**config.mk**
```make
export PLATFORM = sky130hd
export DESIGN_NAME = per_source_chunk_sequence_tracker
export DESIGN_NICKNAME = d
export VERILOG_FILES = /design/src/rtl/pstrk_pkg.sv /design/src/rtl/pstrk_ram.sv /design/src/rtl/pstrk_ctrl.sv /design/src/rtl/pstrk_dp.sv /design/src/rtl/per_source_chunk_sequence_tracker.sv
export VERILOG_INCLUDE_DIRS = /design/src /design/src/rtl
export SDC_FILE = /design/constraint.sdc
export NUM_CORES = 1
export LEC_CHECK = 0
export BUFFER_PORTS_ARGS = -buffer_cell sky130_fd_sc_hd__buf_2
export CORE_UTILIZATION = 45
export DETAILED_ROUTE_END_ITERATION = 10
export SYNTH_ARGS = -nofsm -noshare
export SYNTH_HDL_FRONTEND = slang
export SYNTH_SLANG_ARGS = --single-unit
```
**constraint.sdc**
```tcl
create_clock -name clk -period 11.4 [get_ports clk]
set_input_delay 0.57 -clock clk [delete_from_list [all_inputs] [get_ports clk]]
set_output_delay 0.57 -clock clk [all_outputs]
set_load 0.01 [all_outputs]
```
**src/rtl/assert_macros.svh**
```systemverilog
// Assertion macros shared by the tracker's RTL files.
// No dependencies; included by files that carry concurrent checks.
`ifndef ASSERT_MACROS_SVH
`define ASSERT_MACROS_SVH

// Clocked check, disabled while reset is high.
`define PSTRK_ASSERT(lbl, clk, rst, prop) \
  lbl: assert property (@(posedge clk) disable iff (rst) prop) \
    else $error("pstrk assertion failed");

// Clocked check that also holds during reset.
`define PSTRK_ASSERT_ALWAYS(lbl, clk, prop) \
  lbl: assert property (@(posedge clk) prop) \
    else $error("pstrk assertion failed");

`endif

```
**src/rtl/pstrk_pkg.sv**
```systemverilog
// Types and constants of the per-source chunk sequence tracker.
// No dependencies; used by the controller, datapath and top level.
package pstrk_pkg;

  localparam int unsigned IP_W     = 32;
  localparam int unsigned PORT_W   = 16;
  localparam int unsigned CHUNK_W  = 32;
  localparam int unsigned OUT_SLOT_W = 3;

  localparam logic signed [CHUNK_W-1:0] CNT_MAX = 32'sh7FFF_FFFF;

  typedef enum logic [2:0] {
    OC_NO_SLOT       = 3'd0,
    OC_AHEAD         = 3'd1,
    OC_ACCEPTED      = 3'd2,
    OC_ACCEPTED_LAST = 3'd3,
    OC_DUPLICATE     = 3'd4
  } outcome_t;

  typedef enum logic [1:0] {
    ST_IDLE,
    ST_SEARCH,
    ST_FETCH,
    ST_DECIDE
  } ctrl_state_t;

  // Controller to datapath.
  typedef struct packed {
    logic capture;  // latch the input item
    logic search;   // latch lookup result
    logic commit;   // update table, load output register
  } ctrl_cmd_t;

  // Datapath to controller.
  typedef struct packed {
    logic out_room; // output register can take a result this cycle
  } dp_status_t;

endpackage

```
**src/rtl/pstrk_ram.sv**
```systemverilog
// Generic single-write, single-read RAM with registered read data.
// No dependencies.
module pstrk_ram #(
  parameter int unsigned WIDTH = 32,
  parameter int unsigned DEPTH = 8
) (
  input  logic                                    clk,
  input  logic                                    we,
  input  logic [(DEPTH > 1 ? $clog2(DEPTH) : 1)-1:0] waddr,
  input  logic [WIDTH-1:0]                        wdata,
  input  logic [(DEPTH > 1 ? $clog2(DEPTH) : 1)-1:0] raddr,
  output logic [WIDTH-1:0]                        rdata
);

  logic [WIDTH-1:0] mem [DEPTH];

  always_ff @(posedge clk) begin
    if (we) begin
      mem[waddr] <= wdata;
    end
    rdata <= mem[raddr];
  end

endmodule

```
**src/rtl/pstrk_ctrl.sv**
```systemverilog
// Controller of the chunk tracker: sequences capture, search, fetch, decide.
// Depends on pstrk_pkg.
module pstrk_ctrl (
  input  logic                   clk,
  input  logic                   rst,
  input  logic                   in_valid,
  output logic                   in_stall,
  input  pstrk_pkg::dp_status_t  status,
  output pstrk_pkg::ctrl_cmd_t   cmd
);

  import pstrk_pkg::*;

  ctrl_state_t state, state_next;
  logic        take;

  // An item can be taken when idle, or in the cycle the current one commits.
  assign take = in_valid &&
                ((state == ST_IDLE) || ((state == ST_DECIDE) && status.out_room));

  always_comb begin
    state_next = state;
    unique case (state)
      ST_IDLE: begin
        if (take) state_next = ST_SEARCH;
      end
      ST_SEARCH: state_next = ST_FETCH;
      ST_FETCH:  state_next = ST_DECIDE;
      ST_DECIDE: begin
        if (status.out_room) state_next = take ? ST_SEARCH : ST_IDLE;
      end
      default: state_next = ST_IDLE;
    endcase
  end

  always_comb begin
    cmd      = '0;
    in_stall = 1'b1;
    unique case (state)
      ST_IDLE: begin
        in_stall    = 1'b0;
        cmd.capture = in_valid;
      end
      ST_SEARCH: cmd.search = 1'b1;
      ST_FETCH: begin
      end
      ST_DECIDE: begin
        in_stall    = !status.out_room;
        cmd.commit  = status.out_room;
        cmd.capture = take;
      end
      default: begin
      end
    endcase
  end

  always_ff @(posedge clk) begin
    if (rst) begin
      state <= ST_IDLE;
    end else begin
      state <= state_next;
    end
  end

endmodule

```
**src/rtl/pstrk_dp.sv**
```systemverilog
// Datapath of the chunk tracker: sender table, count RAM, compare, output register.
// Depends on pstrk_pkg and pstrk_ram.
module pstrk_dp #(
  parameter int unsigned NUM_SLOTS = 8
) (
  input  logic                                    clk,
  input  logic                                    rst,
  input  pstrk_pkg::ctrl_cmd_t                    cmd,
  output pstrk_pkg::dp_status_t                   status,
  input  logic [pstrk_pkg::IP_W-1:0]              src_ip,
  input  logic [pstrk_pkg::PORT_W-1:0]            src_port,
  input  logic signed [pstrk_pkg::CHUNK_W-1:0]    chunk_number,
  input  logic                                    last_chunk,
  output logic                                    out_valid,
  input  logic                                    out_stall,
  output pstrk_pkg::outcome_t                     outcome,
  output logic                                    send_ack,
  output logic [pstrk_pkg::OUT_SLOT_W-1:0]        slot_used,
  output logic signed [pstrk_pkg::CHUNK_W-1:0]    expected_next
);

  import pstrk_pkg::*;

  localparam int unsigned SLOT_W = (NUM_SLOTS > 1) ? $clog2(NUM_SLOTS) : 1;

  // Captured item
  logic [IP_W-1:0]           ip_q;
  logic [PORT_W-1:0]         port_q;
  logic signed [CHUNK_W-1:0] chunk_q;
  logic                      last_q;

  // Sender table (flops, compared in parallel)
  logic              busy     [NUM_SLOTS];
  logic [IP_W-1:0]   slot_ip  [NUM_SLOTS];
  logic [PORT_W-1:0] slot_port[NUM_SLOTS];

  // Lookup
  logic              hit, free;
  logic [SLOT_W-1:0] match_idx, free_idx;
  logic              hit_q, have_q;
  logic [SLOT_W-1:0] pos_q;

  // Decide
  logic signed [CHUNK_W-1:0] cnt_rd, last_cnt;
  logic signed [CHUNK_W:0]   want, chunk_ext;
  logic                      ahead, equal;
  logic signed [CHUNK_W-1:0] want_sat;
  logic signed [CHUNK_W-1:0] acc_next;
  logic                      ram_we;
  logic signed [CHUNK_W-1:0] ram_wdata;
  outcome_t                  oc;

  always_ff @(posedge clk) begin
    if (cmd.capture) begin
      ip_q    <= src_ip;
      port_q  <= src_port;
      chunk_q <= chunk_number;
      last_q  <= last_chunk;
    end
  end

  // Lowest matching busy slot; highest free slot.
  always_comb begin
    hit       = 1'b0;
    match_idx = '0;
    for (int i = NUM_SLOTS - 1; i >= 0; i--) begin
      if (busy[i] && (slot_ip[i] == ip_q) && (slot_port[i] == port_q)) begin
        hit       = 1'b1;
        match_idx = SLOT_W'(i);
      end
    end
  end

  always_comb begin
    free     = 1'b0;
    free_idx = '0;
    for (int i = 0; i < NUM_SLOTS; i++) begin
      if (!busy[i]) begin
        free     = 1'b1;
        free_idx = SLOT_W'(i);
      end
    end
  end

  always_ff @(posedge clk) begin
    if (cmd.search) begin
      hit_q  <= hit;
      have_q <= hit || free;
      pos_q  <= hit ? match_idx : free_idx;
    end
  end

  // Count store; read address is held from search through decide.
  pstrk_ram #(
    .WIDTH (CHUNK_W),
    .DEPTH (NUM_SLOTS)
  ) u_cnt_ram (
    .clk   (clk),
    .we    (ram_we),
    .waddr (pos_q),
    .wdata (ram_wdata),
    .raddr (pos_q),
    .rdata (cnt_rd)
  );

  // Fresh slot starts at 0.
  assign last_cnt  = hit_q ? cnt_rd : '0;
  assign want      = {last_cnt[CHUNK_W-1], last_cnt} + (CHUNK_W+1)'(1);
  assign chunk_ext = {chunk_q[CHUNK_W-1], chunk_q};
  assign ahead     = chunk_ext > want;
  assign equal     = chunk_ext == want;
  // Not accepted: count unchanged, next expected is want (saturating).
  assign want_sat  = (want[CHUNK_W:CHUNK_W-1] == 2'b01) ? CNT_MAX : want[CHUNK_W-1:0];
  // Accepted: count becomes the chunk, next expected is chunk + 1 (saturating).
  assign acc_next  = (chunk_q == CNT_MAX) ? CNT_MAX : chunk_q + CHUNK_W'(1);

  assign ram_we    = cmd.commit && have_q && (!hit_q || equal);
  assign ram_wdata = equal ? chunk_q : last_cnt;

  always_comb begin
    priority if (!have_q) oc = OC_NO_SLOT;
    else if (ahead)       oc = OC_AHEAD;
    else if (equal)       oc = last_q ? OC_ACCEPTED_LAST : OC_ACCEPTED;
    else                  oc = OC_DUPLICATE;
  end

  always_ff @(posedge clk) begin
    if (rst) begin
      for (int i = 0; i < NUM_SLOTS; i++) begin
        busy[i] <= 1'b0;
      end
    end else if (cmd.commit && have_q) begin
      busy[pos_q] <= !(equal && last_q);
    end
  end

  always_ff @(posedge clk) begin
    if (cmd.commit && have_q) begin
      slot_ip[pos_q]   <= ip_q;
      slot_port[pos_q] <= port_q;
    end
  end

  // Output register
  assign status.out_room = !out_valid || !out_stall;

  always_ff @(posedge clk) begin
    if (rst) begin
      out_valid <= 1'b0;
    end else if (cmd.commit) begin
      out_valid <= 1'b1;
    end else if (!out_stall) begin
      out_valid <= 1'b0;
    end
  end

  always_ff @(posedge clk) begin
    if (cmd.commit) begin
      outcome       <= oc;
      send_ack      <= have_q && !ahead;
      slot_used     <= have_q ? OUT_SLOT_W'(pos_q) : '0;
      expected_next <= have_q ? (equal ? acc_next : want_sat) : '0;
    end
  end

endmodule

```
**src/rtl/per_source_chunk_sequence_tracker.sv**
```systemverilog
// Per-source chunk sequence tracker. Each item is one datagram header (sender
// address, port, signed chunk number, last flag); each item yields exactly one
// result: outcome, ack flag, table slot and the chunk number now expected.
// Each item passes through capture/search, count fetch from the count RAM
// and decide/commit; the next item is taken in the commit cycle.
// The table lookup compares all NUM_SLOTS entries in parallel, then the slot's
// count is read from a registered-read RAM, which adds the count fetch step.
// The output register holds one finished result; while it is stalled the
// block takes at most one more item, holds it in decide and stalls its input.
// No clearing pass after reset: busy flags reset at once, counts and addresses
// are written when a slot is taken. Depends on pstrk_pkg, pstrk_ctrl, pstrk_dp,
// pstrk_ram and assert_macros.svh.
`include "assert_macros.svh"

module per_source_chunk_sequence_tracker #(
  parameter int unsigned NUM_SLOTS = 8
) (
  input  logic                                  clk,
  input  logic                                  rst,
  // input item channel
  input  logic                                  in_valid,
  output logic                                  in_stall,
  input  logic [pstrk_pkg::IP_W-1:0]            src_ip,
  input  logic [pstrk_pkg::PORT_W-1:0]          src_port,
  input  logic signed [pstrk_pkg::CHUNK_W-1:0]  chunk_number,
  input  logic                                  last_chunk,
  // result item channel
  output logic                                  out_valid,
  input  logic                                  out_stall,
  output pstrk_pkg::outcome_t                   outcome,
  output logic                                  send_ack,
  output logic [pstrk_pkg::OUT_SLOT_W-1:0]      slot_used,
  output logic signed [pstrk_pkg::CHUNK_W-1:0]  expected_next
);

  import pstrk_pkg::*;

  ctrl_cmd_t  cmd;
  dp_status_t status;

  pstrk_ctrl u_ctrl (
    .clk      (clk),
    .rst      (rst),
    .in_valid (in_valid),
    .in_stall (in_stall),
    .status   (status),
    .cmd      (cmd)
  );

  pstrk_dp #(
    .NUM_SLOTS (NUM_SLOTS)
  ) u_dp (
    .clk           (clk),
    .rst           (rst),
    .cmd           (cmd),
    .status        (status),
    .src_ip        (src_ip),
    .src_port      (src_port),
    .chunk_number  (chunk_number),
    .last_chunk    (last_chunk),
    .out_valid     (out_valid),
    .out_stall     (out_stall),
    .outcome       (outcome),
    .send_ack      (send_ack),
    .slot_used     (slot_used),
    .expected_next (expected_next)
  );

  // An accepted item keeps the input stalled for the following search cycle.
  `PSTRK_ASSERT(a_accept_then_busy, clk, rst, (in_valid && !in_stall) |=> in_stall)

  // Ack goes with accepted, accepted-last and duplicate outcomes only.
  `PSTRK_ASSERT(a_ack_matches_outcome, clk, rst, out_valid |-> (send_ack == ((outcome == OC_ACCEPTED) || (outcome == OC_ACCEPTED_LAST) || (outcome == OC_DUPLICATE))))

  // A dropped-for-no-slot result reports slot 0 and count 0.
  `PSTRK_ASSERT(a_no_slot_zero, clk, rst, (out_valid && (outcome == OC_NO_SLOT)) |-> ((slot_used == '0) && (expected_next == '0)))

  // A tracked slot always expects a positive chunk number.
  `PSTRK_ASSERT(a_expected_positive, clk, rst, (out_valid && (outcome != OC_NO_SLOT)) |-> (expected_next > 0))

endmodule
```
==> impl.org <==
** Outcome
- The run finished with clean final reports.

** GRT
- Number of global-route vias before repair :: between 15k and 20k
- The initial antenna violation count was 0.
- Global routing consumed, over all layers together, a little over a fifth of the routing resources.
- The first global-routing pass estimated 121000 um of wire.
- Entering global routing, the biggest net connects 60 pins.
- Leftover overflow at the end of global routing :: 0

** Setup path
- The worst setup path is launched from a flop.
- Worst reg2reg setup slack :: approximately 5.5 ns
- Crit path max fanout :: 59
- The worst setup path is captured at a flop.
- Critical setup path kind :: flop to flop
- Measured in cells, the most critical reg-to-reg path has a length of 17.
- Data on the critical path arrives at its endpoint at slightly above 6 ns.
- Data on the critical path is required at its endpoint by approximately 12 ns.
- The worst register-to-register path begins at u_dp.hit_q.
- Following the worst setup path forward leads to its endpoint at u_dp.u_cnt_ram.mem[1][28].
- In this run the critical register-to-register path is captured at u_dp.u_cnt_ram.mem[1][28].
- The critical path starts at u_dp.hit_q.

** Synth
- Number of enable-type register cells in the synthesized netlist :: just under 800
- After synthesis, flip-flops and latches occupy between 70% and 80% of the total area.
- sky130_fd_sc_hd__edfxtp_1 takes more of the synthesized area than any other cell.
- Summed instance area of the synthesized netlist :: 0.0333 mm^2
- For this run, the number of Yosys warnings is 0.
- A synthesized cell averages between 15 and 20 um^2.
- Main combinational cell family by area after synthesis :: XOR/XNOR gates
- Async set-or-reset flop fraction in the synthesized netlist :: 0%
- The synthesized netlist devotes under 10% of its cell area to adder and majority cells.
- Post-synthesis compound-gate area fraction :: 6.05%
- Yosys top cell area share :: between 60 and 70%
- Yosys mapped the design onto 70 distinct sky130hd cell types.
- In the synthesized netlist, mux cells make up less than 1% of the area.
- Summing the areas of all and, or, nand and nor instances in the mapped netlist gives 7.79% of the synthesized area.
- In this run, synthesis produced a sequential element count of just over 800.
- Among all flip-flop cells after synthesis, the most frequent one is sky130_fd_sc_hd__edfxtp_1.
- Syn nets :: between 2k and 2.5k
- Area contributors post-synth :: sky130_fd_sc_hd__edfxtp_1, sky130_fd_sc_hd__xor2_1, sky130_fd_sc_hd__a22oi_1
- After technology mapping, the gate count stands at about 2.2k.
- Of the total synthesized cell area, the portion taken by XOR and XNOR cells is about 11%.

** Routing
- DRT Pass-1 Iters :: 6
- WL/cell :: 24.3 um
- For this block, the routed nets add up to 82300 um of wire.
- Number of DRC markers after the initial detailed-route iteration :: between 1.5k and 2k
- Remaining antenna violation count after routing :: 0
- For this run, design rule violations remaining after detail routing come to 0.
- Using the TritonRoute via totals, the vias-per-cell ratio works out to between 5 and 6.
- Via count :: 18.9k

** Floorplanning
- The floorplan step set the die height to about 270 um.
- Number of top-level pins :: between 100 and 150
- The floorplan has between 90 and 100 rows.
- Placeable core area :: around 0.073 mm^2
- The initial utilization of the core area, before any placement, comes to approximately 46%.
- Overall die area :: 0.0752 mm^2
- The die is between 200 and 300 um wide.

** Finish
- Nets :: between 2k and 2.5k
- Cells fill 52.1% of the core in the end.
- From synthesis to final layout, the design area changed by 14.1%.
- In the final layout, the share of cells above drive strength 1 is between 10% and 20%.
- Diodes inserted :: 0
- Most frequent cells in the layout :: sky130_fd_sc_hd__edfxtp_1, sky130_fd_sc_hd__xor2_1, sky130_fd_sc_hd__a22oi_1, sky130_fd_sc_hd__buf_2, sky130_fd_sc_hd__nand2_1
- Leaving out fill and tap cells, the most frequent cell in the layout is sky130_fd_sc_hd__edfxtp_1.

** Placed design
- Number of I/O port buffers :: about 130
- Placer Congestion :: slightly below 0.9
- DPL Wire Length :: just over 50000 um

** STA
- Slew Viols, Final :: 0
- For this run, the top clock speed supported by timing is approximately 170 MHz.
- At the pin with the least slew margin, the transition time is ~1.2 ns.
- Setup violations remaining at the end of the flow were counted as 0.
- Setup repair after global routing left no endpoint under its margin.
- In this run the tightest slew margin relative to its limit is 19.7%.
- The smallest clock period supported by the final layout is computed as 5.92 ns.
- For the final database, setup skew stands at approximately 0.025 ns.
- Number of hold violations in the final report :: 0
- After layout, the worst path uses 51.9% of the clock period.
- In the final timing run, aggregate negative setup slack is 0 ns.
- Fin Hold WS :: between 0.09 and 0.1 ns

** CTS
- TritonCTS Buffers :: 86
- After clock tree synthesis, the clock-pin slew on the worst setup and hold paths is 0.06 ns.
- The clock reaches the later pin of the worst-skew pair after ~0.65 ns.
- Setup repair bufs after CTS :: 0
- TritonCTS clock tree :: yes
- In this run, post-CTS hold repair placed 0 buffers.
- The tree is rooted in a sky130_fd_sc_hd__clkbuf_16.
- Number of H-tree levels :: 3
- Gates resized during post-CTS repair numbered 0.
- Deepest clock path buffer count :: 3
- TritonCTS Sinks :: between 800 and 900

** Worst hold path
- Hold-critical path depth :: 1
- The min-delay analysis places its worst path in the category input pin to flop.

** Power and ir drop
- After layout, the design draws a total of roughly 8.0 mW.
- Worst-case vdd ir drop :: 0.000157 V
- Leakage dissipation :: ~13 nW
- Power spread over the standard cell area amounts to between 200 and 250 mW/mm^2.

** Run
- Across the run, the number of max-cap violations was 0.
## worst min path at each step
stage                                    startpoint                  endpoint  slack (ns)
final                                     src_ip[5]              u_dp.ip_q[5]         0.1
after global placement    u_dp.u_cnt_ram.mem[3][17]  u_dp.u_cnt_ram.rdata[17]        0.45
after detailed placement  u_dp.u_cnt_ram.mem[3][21]  u_dp.u_cnt_ram.rdata[21]        0.46
after floorplan            u_dp.u_cnt_ram.mem[4][0]   u_dp.u_cnt_ram.rdata[0]        0.44
after global routing                      src_ip[0]              u_dp.ip_q[0]        0.07
after CTS                                 src_ip[9]              u_dp.ip_q[9]        0.06
## state kept, by name, summed over array words and instances (netlist names)
| signal | cells |
|---|---|
| u_dp.u_cnt_ram.rdata | 32 |
| u_dp.busy | 8 |
| u_dp.port_q | 16 |
| u_dp.outcome | 3 |
| u_ctrl.state | 2 |
| u_dp.last_q | 1 |
| u_dp.u_cnt_ram.mem | 256 |
| u_dp.chunk_q | 32 |
| u_dp.have_q | 1 |
| u_dp.expected_next | 32 |
| u_dp.send_ack | 1 |
| u_dp.slot_used | 3 |
| u_dp.slot_port | 128 |
| u_dp.pos_q | 3 |
| u_dp.slot_ip | 256 |
| u_dp.ip_q | 32 |
| u_dp.hit_q | 1 |
| u_dp.out_valid | 1 |
## Yosys cell counts (13+ instances only)
| library cell | number |
|---|---|
| sky130_fd_sc_hd__nand4_1 | 79 |
| sky130_fd_sc_hd__buf_2 | 53 |
| sky130_fd_sc_hd__nor2b_1 | 13 |
| sky130_fd_sc_hd__nor3_1 | 22 |
| sky130_fd_sc_hd__nor4_1 | 75 |
| sky130_fd_sc_hd__nand2_1 | 124 |
| sky130_fd_sc_hd__o21ai_0 | 61 |
| sky130_fd_sc_hd__a22oi_1 | 128 |
| sky130_fd_sc_hd__a21oi_1 | 49 |
| sky130_fd_sc_hd__xor2_1 | 317 |
| sky130_fd_sc_hd__clkbuf_1 | 50 |
| sky130_fd_sc_hd__nand3_1 | 41 |
| sky130_fd_sc_hd__nor2_1 | 42 |
| sky130_fd_sc_hd__ha_1 | 39 |
| sky130_fd_sc_hd__nand2b_1 | 14 |
| sky130_fd_sc_hd__xnor2_1 | 91 |
| sky130_fd_sc_hd__inv_1 | 45 |
| sky130_fd_sc_hd__and2_1 | 13 |
| sky130_fd_sc_hd__dfxtp_1 | 35 |
| sky130_fd_sc_hd__edfxtp_1 | 773 |
## worst max-delay path, stage by stage, from the launching register on
cell and delay (ns):
sky130_fd_sc_hd__edfxtp_1 0.34, sky130_fd_sc_hd__buf_4 0.50, sky130_fd_sc_hd__nand2_1 0.19, sky130_fd_sc_hd__inv_1 0.12, sky130_fd_sc_hd__ha_1 0.23, sky130_fd_sc_hd__nand3_1 0.16, sky130_fd_sc_hd__nor4_2 0.61, sky130_fd_sc_hd__and2_1 0.27
sky130_fd_sc_hd__nand3_1 0.11, sky130_fd_sc_hd__nor3b_1 0.19, sky130_fd_sc_hd__a21oi_1 0.09, sky130_fd_sc_hd__ha_1 0.31, sky130_fd_sc_hd__nand4_1 0.16, sky130_fd_sc_hd__nor4_1 0.50, sky130_fd_sc_hd__nand3_1 0.45, sky130_fd_sc_hd__and2_1 0.58
sky130_fd_sc_hd__nor2_4 0.19, sky130_fd_sc_hd__buf_4 0.49
## metal layers
metal	global-route usage, %	wire (um)	up-vias
met4	8.55	2880	0
li1	-	-	8645
met2	39.4	43200	583
met5	0	0	-
met3	2.99	3770	152
met1	26.7	32500	9561
## cells by family after synthesis
kind of cell               Yosys count
DFF                                808
and+or+nand+nor                    474
xor gates and xnor gates           408
AOI/OAI and AO/OA                  302
buffers and inverters              157
adders and majority gates           39
muxes                                7
## per-stage QoR
stage          instances  area (um^2)  worst slack, ns
2_1_floorplan       2195        33300             2.53
3_3_place_gp        3230        35200             5.65
3_5_place_dp        3230        35200             5.59
4_1_cts             3391        38100             5.50
5_1_grt             3391        38100             4.97
6_report            3391        38100             5.48
## cell type report
type	count	area, um^2
Fill cell	6015	35000
Sequential cell	808	23900
Multi-Input combinational cell	1230	8860
Clock buffer	120	2410
Tap cell	959	1200
Timing Repair Buffer	184	1070
Clock inverter	41	425
Inverter	49	184
## where the power goes
| group | internal (mW) | leakage, nW | switching (mW) |
|---|---|---|---|
| Combinational | 0.439 | 4.11 | 0.845 |
| Clock | 1.63 | 1.39 | 1.15 |
| Sequential | 3.64 | 7.33 | 0.273 |
| Total | 5.70 | 12.8 | 2.27 |
Note: power is estimated with default switching activity, not from simulation.
